===== config.mk =====
export PLATFORM = sky130hd
export DESIGN_NAME = beep_pattern_generator_flat
export DESIGN_NICKNAME = d
export VERILOG_FILES = /design/src/design/bpg_pkg.sv /design/src/design/bpg_in_if.sv /design/src/design/bpg_out_if.sv /design/src/design/beep_pattern_generator.sv /design/src/flat_wrapper.sv
export SDC_FILE = /design/constraint.sdc
export NUM_CORES = 1
export LEC_CHECK = 0
export BUFFER_PORTS_ARGS = -buffer_cell sky130_fd_sc_hd__buf_2
export CORE_ASPECT_RATIO = 2
export CORE_MARGIN = 5
export CORE_UTILIZATION = 29
export DETAILED_ROUTE_END_ITERATION = 8
export HOLD_SLACK_MARGIN = 0.06
export PLACE_DENSITY = 0.42
export SLEW_MARGIN = 20
export SYNTH_ARGS = -nofsm -noshare
export SYNTH_HDL_FRONTEND = slang
export SYNTH_SLANG_ARGS = --single-unit

===== constraint.sdc =====
create_clock -name i_clk -period 4.35 [get_ports i_clk]
set_input_delay 1.0875 -clock i_clk [delete_from_list [all_inputs] [get_ports i_clk]]
set_output_delay 1.0875 -clock i_clk [all_outputs]
set_load 0.05 [all_outputs]

===== src/design/bpg_pkg.sv =====
package bpg_pkg;

    localparam int unsigned OP_W     = 3;
    localparam int unsigned COUNT_W  = 8;
    localparam int unsigned MODE_W   = 2;
    localparam int unsigned HALF_W   = 4;
    localparam int unsigned DONE_W   = 12;
    localparam int unsigned PHASE_W  = 5;
    localparam int unsigned CFG_IDX_W = 1;

    localparam logic [OP_W-1:0] OP_TICK  = 3'd0;
    localparam logic [OP_W-1:0] OP_SHORT = 3'd1;
    localparam logic [OP_W-1:0] OP_LONG  = 3'd2;
    localparam logic [OP_W-1:0] OP_CONT  = 3'd3;
    localparam logic [OP_W-1:0] OP_OFF   = 3'd4;

    localparam logic [MODE_W-1:0] MODE_IDLE  = 2'd0;
    localparam logic [MODE_W-1:0] MODE_SHORT = 2'd1;
    localparam logic [MODE_W-1:0] MODE_LONG  = 2'd2;
    localparam logic [MODE_W-1:0] MODE_CONT  = 2'd3;

    localparam logic [CFG_IDX_W-1:0] REG_SHORT_HALF = 1'd0;
    localparam logic [CFG_IDX_W-1:0] REG_LONG_HALF  = 1'd1;

    localparam logic [HALF_W-1:0] SHORT_HALF_RST = 4'd2;
    localparam logic [HALF_W-1:0] LONG_HALF_RST  = 4'd5;

endpackage


===== src/design/bpg_in_if.sv =====
interface bpg_in_if import bpg_pkg::*; ();
    logic                valid;
    logic                ready;
    logic [OP_W-1:0]     operation;
    logic [COUNT_W-1:0]  beep_count;

    modport source (output valid, output operation, output beep_count, input ready);
    modport sink   (input valid, input operation, input beep_count, output ready);
endinterface


===== src/design/bpg_out_if.sv =====
interface bpg_out_if import bpg_pkg::*; ();
    logic               valid;
    logic               ready;
    logic               drive_on;
    logic [MODE_W-1:0]  active_mode;

    modport source (output valid, output drive_on, output active_mode, input ready);
    modport sink   (input valid, input drive_on, input active_mode, output ready);
endinterface


===== src/design/beep_pattern_generator.sv =====
// channel   dir  handshake     payload
// i_in      in   valid/ready   operation[2:0], beep_count[7:0]
// o_out     out  valid/ready   drive_on, active_mode[1:0]
// i_cfg_*   in   write enable  index[0], data[3:0]
//
// one item per cycle while o_out is not stalled; each item is folded into the state
// registers at its transfer and its result is shown the next cycle from those registers
// the single result slot sets the rate: a new item is taken whenever the
// slot is empty or its result leaves in the same cycle
// synchronous active-low reset clears the mode state and loads the default half periods
module beep_pattern_generator import bpg_pkg::*; (
    input  logic                  i_clk,
    input  logic                  i_rst_n,
    bpg_in_if.sink                i_in,
    bpg_out_if.source             o_out,
    input  logic                  i_cfg_we,
    input  logic [CFG_IDX_W-1:0]  i_cfg_index,
    input  logic [HALF_W-1:0]     i_cfg_data
);

    logic [HALF_W-1:0]   r_short_half;
    logic [HALF_W-1:0]   r_long_half;
    logic [MODE_W-1:0]   r_mode,    n_mode;
    logic [MODE_W-1:0]   r_pending, n_pending;
    logic [COUNT_W-1:0]  r_target,  n_target;
    logic [DONE_W-1:0]   r_done,    n_done;
    logic [PHASE_W-1:0]  r_phase,   n_phase;
    logic                r_pin,     n_pin;
    logic                r_out_valid;

    logic                in_fire;
    logic [HALF_W-1:0]   half;
    logic [DONE_W-1:0]   goal;
    logic [DONE_W-1:0]   done_step;
    logic [PHASE_W-1:0]  phase_inc;
    logic [PHASE_W-1:0]  phase_step;
    logic                on_phase;

    assign i_in.ready  = !r_out_valid || o_out.ready;
    assign in_fire     = i_in.valid && i_in.ready;

    // state only moves on a transfer, so the result can be read straight off it
    assign o_out.valid       = r_out_valid;
    assign o_out.drive_on    = r_pin;
    assign o_out.active_mode = r_mode;

    assign half       = (r_mode == MODE_SHORT) ? r_short_half : r_long_half;
    assign goal       = DONE_W'(r_target) * DONE_W'(half);
    assign on_phase   = r_phase < PHASE_W'(half);
    assign done_step  = on_phase ? r_done : r_done + DONE_W'(1);
    assign phase_inc  = r_phase + PHASE_W'(1);
    assign phase_step = (phase_inc >= {half, 1'b0}) ? '0 : phase_inc;

    always_comb begin
        n_mode    = r_mode;
        n_pending = r_pending;
        n_target  = r_target;
        n_done    = r_done;
        n_phase   = r_phase;
        n_pin     = r_pin;
        case (i_in.operation)
            OP_TICK: begin
                if (r_mode == MODE_IDLE) begin
                    if (r_pending == MODE_IDLE) begin
                        n_pin = 1'b0;
                    end else begin
                        n_mode  = r_pending;
                        n_phase = '0;
                        n_done  = '0;
                    end
                end else if (r_pending != r_mode) begin
                    n_pin   = 1'b0;
                    n_phase = '0;
                    n_done  = '0;
                    n_mode  = r_pending;
                end else if (r_mode == MODE_CONT) begin
                    n_pin = 1'b1;
                end else begin
                    n_pin   = on_phase;
                    n_done  = done_step;
                    n_phase = phase_step;
                    // run complete: drop back to idle on the next tick
                    if (done_step == goal) begin
                        n_pending = MODE_IDLE;
                        n_done    = '0;
                        n_phase   = '0;
                        n_target  = '0;
                    end
                end
            end
            OP_SHORT: begin
                n_target  = i_in.beep_count;
                n_done    = '0;
                n_pending = MODE_SHORT;
            end
            OP_LONG: begin
                n_target  = i_in.beep_count;
                n_done    = '0;
                n_pending = MODE_LONG;
            end
            OP_CONT: begin
                n_pending = MODE_CONT;
            end
            OP_OFF: begin
                n_pending = MODE_IDLE;
            end
            default: begin
            end
        endcase
    end

    always_ff @(posedge i_clk) begin
        if (!i_rst_n) begin
            r_short_half <= SHORT_HALF_RST;
            r_long_half  <= LONG_HALF_RST;
            r_mode       <= MODE_IDLE;
            r_pending    <= MODE_IDLE;
            r_target     <= '0;
            r_done       <= '0;
            r_phase      <= '0;
            r_pin        <= 1'b0;
            r_out_valid  <= 1'b0;
        end else begin
            if (i_cfg_we) begin
                case (i_cfg_index)
                    REG_SHORT_HALF: r_short_half <= i_cfg_data;
                    REG_LONG_HALF:  r_long_half  <= i_cfg_data;
                    default: begin
                    end
                endcase
            end
            if (in_fire) begin
                r_mode    <= n_mode;
                r_pending <= n_pending;
                r_target  <= n_target;
                r_done    <= n_done;
                r_phase   <= n_phase;
                r_pin     <= n_pin;
            end
            if (in_fire) begin
                r_out_valid <= 1'b1;
            end else if (o_out.ready) begin
                r_out_valid <= 1'b0;
            end
        end
    end

`ifndef ASSERT_OFF
    a_cmd_keeps_mode: assert property (@(posedge i_clk) disable iff (!i_rst_n)
        in_fire && i_in.operation != OP_TICK |=> r_mode == $past(r_mode))
        else $error("command transfer changed the current mode");

    a_leave_silences: assert property (@(posedge i_clk) disable iff (!i_rst_n)
        in_fire && i_in.operation == OP_TICK && r_mode != MODE_IDLE
        && r_pending != r_mode |=> !r_pin)
        else $error("leaving a mode left the drive on");

    a_cont_sounds: assert property (@(posedge i_clk) disable iff (!i_rst_n)
        in_fire && i_in.operation == OP_TICK && r_mode == MODE_CONT
        && r_pending == MODE_CONT |=> r_pin)
        else $error("continuous mode tick did not sound the drive");

    a_idle_phase_clear: assert property (@(posedge i_clk) disable iff (!i_rst_n)
        r_mode == MODE_IDLE |-> r_phase == '0)
        else $error("phase not cleared while idle");

    a_result_after_transfer: assert property (@(posedge i_clk) disable iff (!i_rst_n)
        in_fire |=> o_out.valid)
        else $error("transfer produced no result");
`endif

endmodule

===== src/flat_wrapper.sv =====
// flat-port wrapper written by rule: the top's interface ports become plain ports
module beep_pattern_generator_flat import bpg_pkg::*;
  (i_clk, i_rst_n, i_cfg_we, i_cfg_index, i_cfg_data, i_in_valid, i_in_operation, i_in_beep_count, i_in_ready, o_out_valid, o_out_drive_on, o_out_active_mode, o_out_ready);
  bpg_in_if i_in_i ();
  bpg_out_if o_out_i ();
  input  logic i_clk;
  input  logic i_rst_n;
  input  logic i_cfg_we;
  input  logic [CFG_IDX_W-1:0] i_cfg_index;
  input  logic [HALF_W-1:0] i_cfg_data;
  input wire logic [$bits(i_in_i.valid)-1:0] i_in_valid;
  input wire logic [$bits(i_in_i.operation)-1:0] i_in_operation;
  input wire logic [$bits(i_in_i.beep_count)-1:0] i_in_beep_count;
  output wire logic [$bits(i_in_i.ready)-1:0] i_in_ready;
  output wire logic [$bits(o_out_i.valid)-1:0] o_out_valid;
  output wire logic [$bits(o_out_i.drive_on)-1:0] o_out_drive_on;
  output wire logic [$bits(o_out_i.active_mode)-1:0] o_out_active_mode;
  input wire logic [$bits(o_out_i.ready)-1:0] o_out_ready;
  assign i_in_i.valid = i_in_valid;
  assign i_in_i.operation = i_in_operation;
  assign i_in_i.beep_count = i_in_beep_count;
  assign i_in_ready = i_in_i.ready;
  assign o_out_valid = o_out_i.valid;
  assign o_out_drive_on = o_out_i.drive_on;
  assign o_out_active_mode = o_out_i.active_mode;
  assign o_out_i.ready = o_out_ready;
  beep_pattern_generator u_core (.i_clk(i_clk), .i_rst_n(i_rst_n), .i_in(i_in_i), .o_out(o_out_i), .i_cfg_we(i_cfg_we), .i_cfg_index(i_cfg_index), .i_cfg_data(i_cfg_data));
endmodule

==> reports/qor.yml <==
final.min_clock_period_ns: 4.42
leakage_nw: 1.79
syn_to_final_growth_pct: 28.2
coreArea_um2: 11300
dr.pass1.iters: 4
diodes: 0
fin_ws_ns: -0.0703
synthMuxAreaShare_pct: 3.45
nNetsFinal: 505
grt_max_degree: 17
slew_viol_final: 0
avgViaCountPerCell: 5.14
ant_nets: 0
routed_wl_um: 9980
drive_above_1_share_pct: 27.7
ys_ff_latch: 39
synth_compound_gate_area_share_pct: 21.6
via_count: 3035
grt_pass1_vias: 3192
ioPinCount: 26
synthArstFlopShare_pct: 0
hold_viol_final: 0
synthCells: 396
critPathLaunchType: "flip-flop"
drtIter0Drc: 88
routedWlPerCell_um: 16.9
h-tree-depth: 2
final_util_pct: 37.9
drc: 0
ys.flop_type: "dfxtp_1"
worstPathRequired_ns: 4.51
power_density_nw_per_um2: 213
cts_tree: "built"
slew_headroom_pct: 65.3
synth.avg_cell_area_um2: 8.43
cts.sinks: 39
ys_types: 61
grt_pass1_wl_um: 16500
worst_ep_arrival_time_ns: 4.58
synth_area_um2: 3340
critical_path_class: "reg -> reg"
period_share_pct: 102
violations: "negative setup slack"
hold_slack_ns: 0.459
die_h_um: 162
io_buffers: 25
placed_area_um2: 3860
dieArea_um2: 13900
startpoint: "u_core.o_out.active_mode[1]"
synth_top_family_by_area: "simple AND/OR/NAND/NOR gates"
clk_path_buf_depth: 2
yosysWarnings: 0
antenna_found_initial: 0
cts_root_buf: "clkbuf_16"
hp-class: "reg -> reg"
status: "finished, violations left"
synth_nets: 454
finalWeightedCongestion: 0.824
cts_hold_buf: 0
synth-edff-count: 0
worst_slew_pin_slew_ns: 0.521
grt_overflow_total: 0
rsz0062_at_grt: "yes"
nFillCells: 1209
die_w_um: 85.9
power_uw: 912
path_max_fanout: 7
clkLatencyLatePin_ns: 0.29
dp_hpwl_um: 8000
start_util_pct: 29.6
cts.clk_slew.worst_paths_ns: 0.06
min_from: "u_core.r_long_half[1]"
vdd_drop_max_v: 0.000156
synth_xor_area_share_pct: 8.21
groute.usage.overall_pct: 15.2
rows: 55
crit_path_end_kind: "flip-flop"
final_area_um2: 4280
drv_cap: 0
setup_viol: 19
dp_cells: 575
finalClockSkew_ns: 0.00990
yosysSeqAreaShare_pct: 23.4
stdcell_count: 590
timing.rr.start: "u_core.o_out.active_mode[1]"
synthAdderAreaFrac_pct: 16.6
numCtsBuffers: 5
yosys.area_share.simple_pct: 21.7
fmax_ghz: 0.226
## state kept, by name (all words and copies together), names as in the netlist
register	flops
u_core.r_done	12
u_core.r_target	8
u_core.r_phase	5
u_core.r_long_half	4
u_core.r_short_half	4
u_core.o_out.active_mode	2
u_core.r_pending	2
u_core.o_out.drive_on	1
u_core.o_out.valid	1
## critical path, stage by stage (launching register included)
cell and delay (ns):
dfxtp_4 0.33, nand2b_4 0.16, mux2_4 0.35, nand2_2 0.08, fa_1 0.43, fa_1 0.53
inv_2 0.06, fa_2 0.42, a211oi_4 0.29, o21bai_1 0.11, a21oi_2 0.17, xnor3_1 0.26
a2111oi_4 0.32, buf_4 0.19, a31oi_4 0.10, buf_6 0.16, buf_16 0.14, a21oi_2 0.12
a31oi_1 0.06
## routing by layer
| metal | GRT usage, % | wire length, µm | up-vias |
|---|---|---|---|
| li1 | - | - | 1514 |
| met1 | 14.9 | 3470 | 1467 |
| met2 | 30.5 | 5980 | 37 |
| met3 | 1.73 | 186 | 17 |
| met4 | 6.63 | 337 | 0 |
| met5 | 0 | 0 | - |
## Yosys cell counts (2+ instances only)
library cell	instances	area share [%]
nand3_1	24	3.6
nand2_1	52	5.8
a41oi_1	2	0.52
a21o_1	2	0.45
ha_1	25	9.4
o211a_1	3	0.90
mux2_2	4	1.3
and3_1	3	0.56
a32oi_1	3	0.79
nor3_1	3	0.45
o21ai_1	6	0.90
a21boi_1	2	0.45
or2_2	3	0.56
buf_2	3	0.45
nor3b_1	2	0.45
a311oi_1	2	0.52
and2_1	13	2.4
fa_1	12	7.2
nand2b_1	6	1.1
xor2_1	7	1.8
dfxtp_1	39	23
buf_6	3	1.0
o21a_1	4	0.90
xnor3_1	4	2.7
o21ai_0	14	2.1
a21oi_1	21	3.1
nor2_1	24	2.7
clkbuf_1	6	0.67
xnor2_1	14	3.7
nor4_1	2	0.37
o21a_2	2	0.52
nand4_1	3	0.56
mux2i_1	7	2.1
a31oi_1	12	2.2
nor2b_1	2	0.37
a22o_1	8	2.1
inv_1	27	3.0
a211oi_1	4	0.90
## worst paths after layout
kind	depth (start not counted)	end	slack (ns)
worst min-delay path	2	u_core.r_long_half[1]	0.46
worst min register to register	2	u_core.r_long_half[1]	0.46
worst max-delay path	18	u_core.r_done[3]	-0.07
worst max register to register	18	u_core.r_done[3]	-0.07
## where the power goes
group,internal (mW),switching (mW),total (mW)
Combinational,0.0758,0.0954,0.171
Clock,0.212,0.155,0.368
Sequential,0.364,0.00870,0.373
## per-stage QoR
| step | setup TNS [ns] | worst slack, ns |
|---|---|---|
| final | -0.603 | -0.0703 |
| after global placement | -1.26 | -0.108 |
| after floorplan | 0 | 0.00135 |
| after global routing | -5.64 | -0.261 |
| after CTS | 0 | 0.00287 |
| after detailed placement | -2.45 | -0.144 |
## cell families after synthesis
family / count (synthesis)
and+or+nand+nor: 146
AOI/OAI and AO/OA: 99
buffers and inverters: 39
DFF: 39
adders and majority gates: 37
xor gates and xnor gates: 25
muxes: 11
## area by class of cell
| type | count | area, µm² | share of cell area, % |
|---|---|---|---|
| Tap cell | 142 | 178 | 4.15 |
| Timing Repair Buffer | 56 | 405 | 9.47 |
| Multi-Input combinational cell | 318 | 2670 | 62.4 |
| Clock inverter | 1 | 5.00 | 0.117 |
| Clock buffer | 7 | 133 | 3.10 |
| Sequential cell | 39 | 788 | 18.4 |
| Inverter | 27 | 101 | 2.37 |
## cell usage in the layout (no fill, tap or decap), drive strengths merged, types with 3 or more instances in the layout
cell type	instances
mux2i	7
a32oi	3
a211oi	5
a21oi	21
ha	25
nor2	25
nand3	24
nand2b	6
and2	13
xnor3	4
and3	3
a31oi	13
nor4	4
or2	4
xor2	7
o21ai	20
mux2	4
nand4	3
o21a	6
o211a	3
a22o	8
a21boi	3
inv	27
nor3	3
clkbuf	7
fa	12
dfxtp	39
xnor2	14
nand2	52
buf	56
## timing repair
action	in CTS	in global routing
endpoints found under the setup margin	27	27
gates resized for setup	25	16
pin swaps	21	25
setup buffers	6	0
cloned	2	0
hold endpoints to repair	0	0
(Power assumes the default switching activity.)
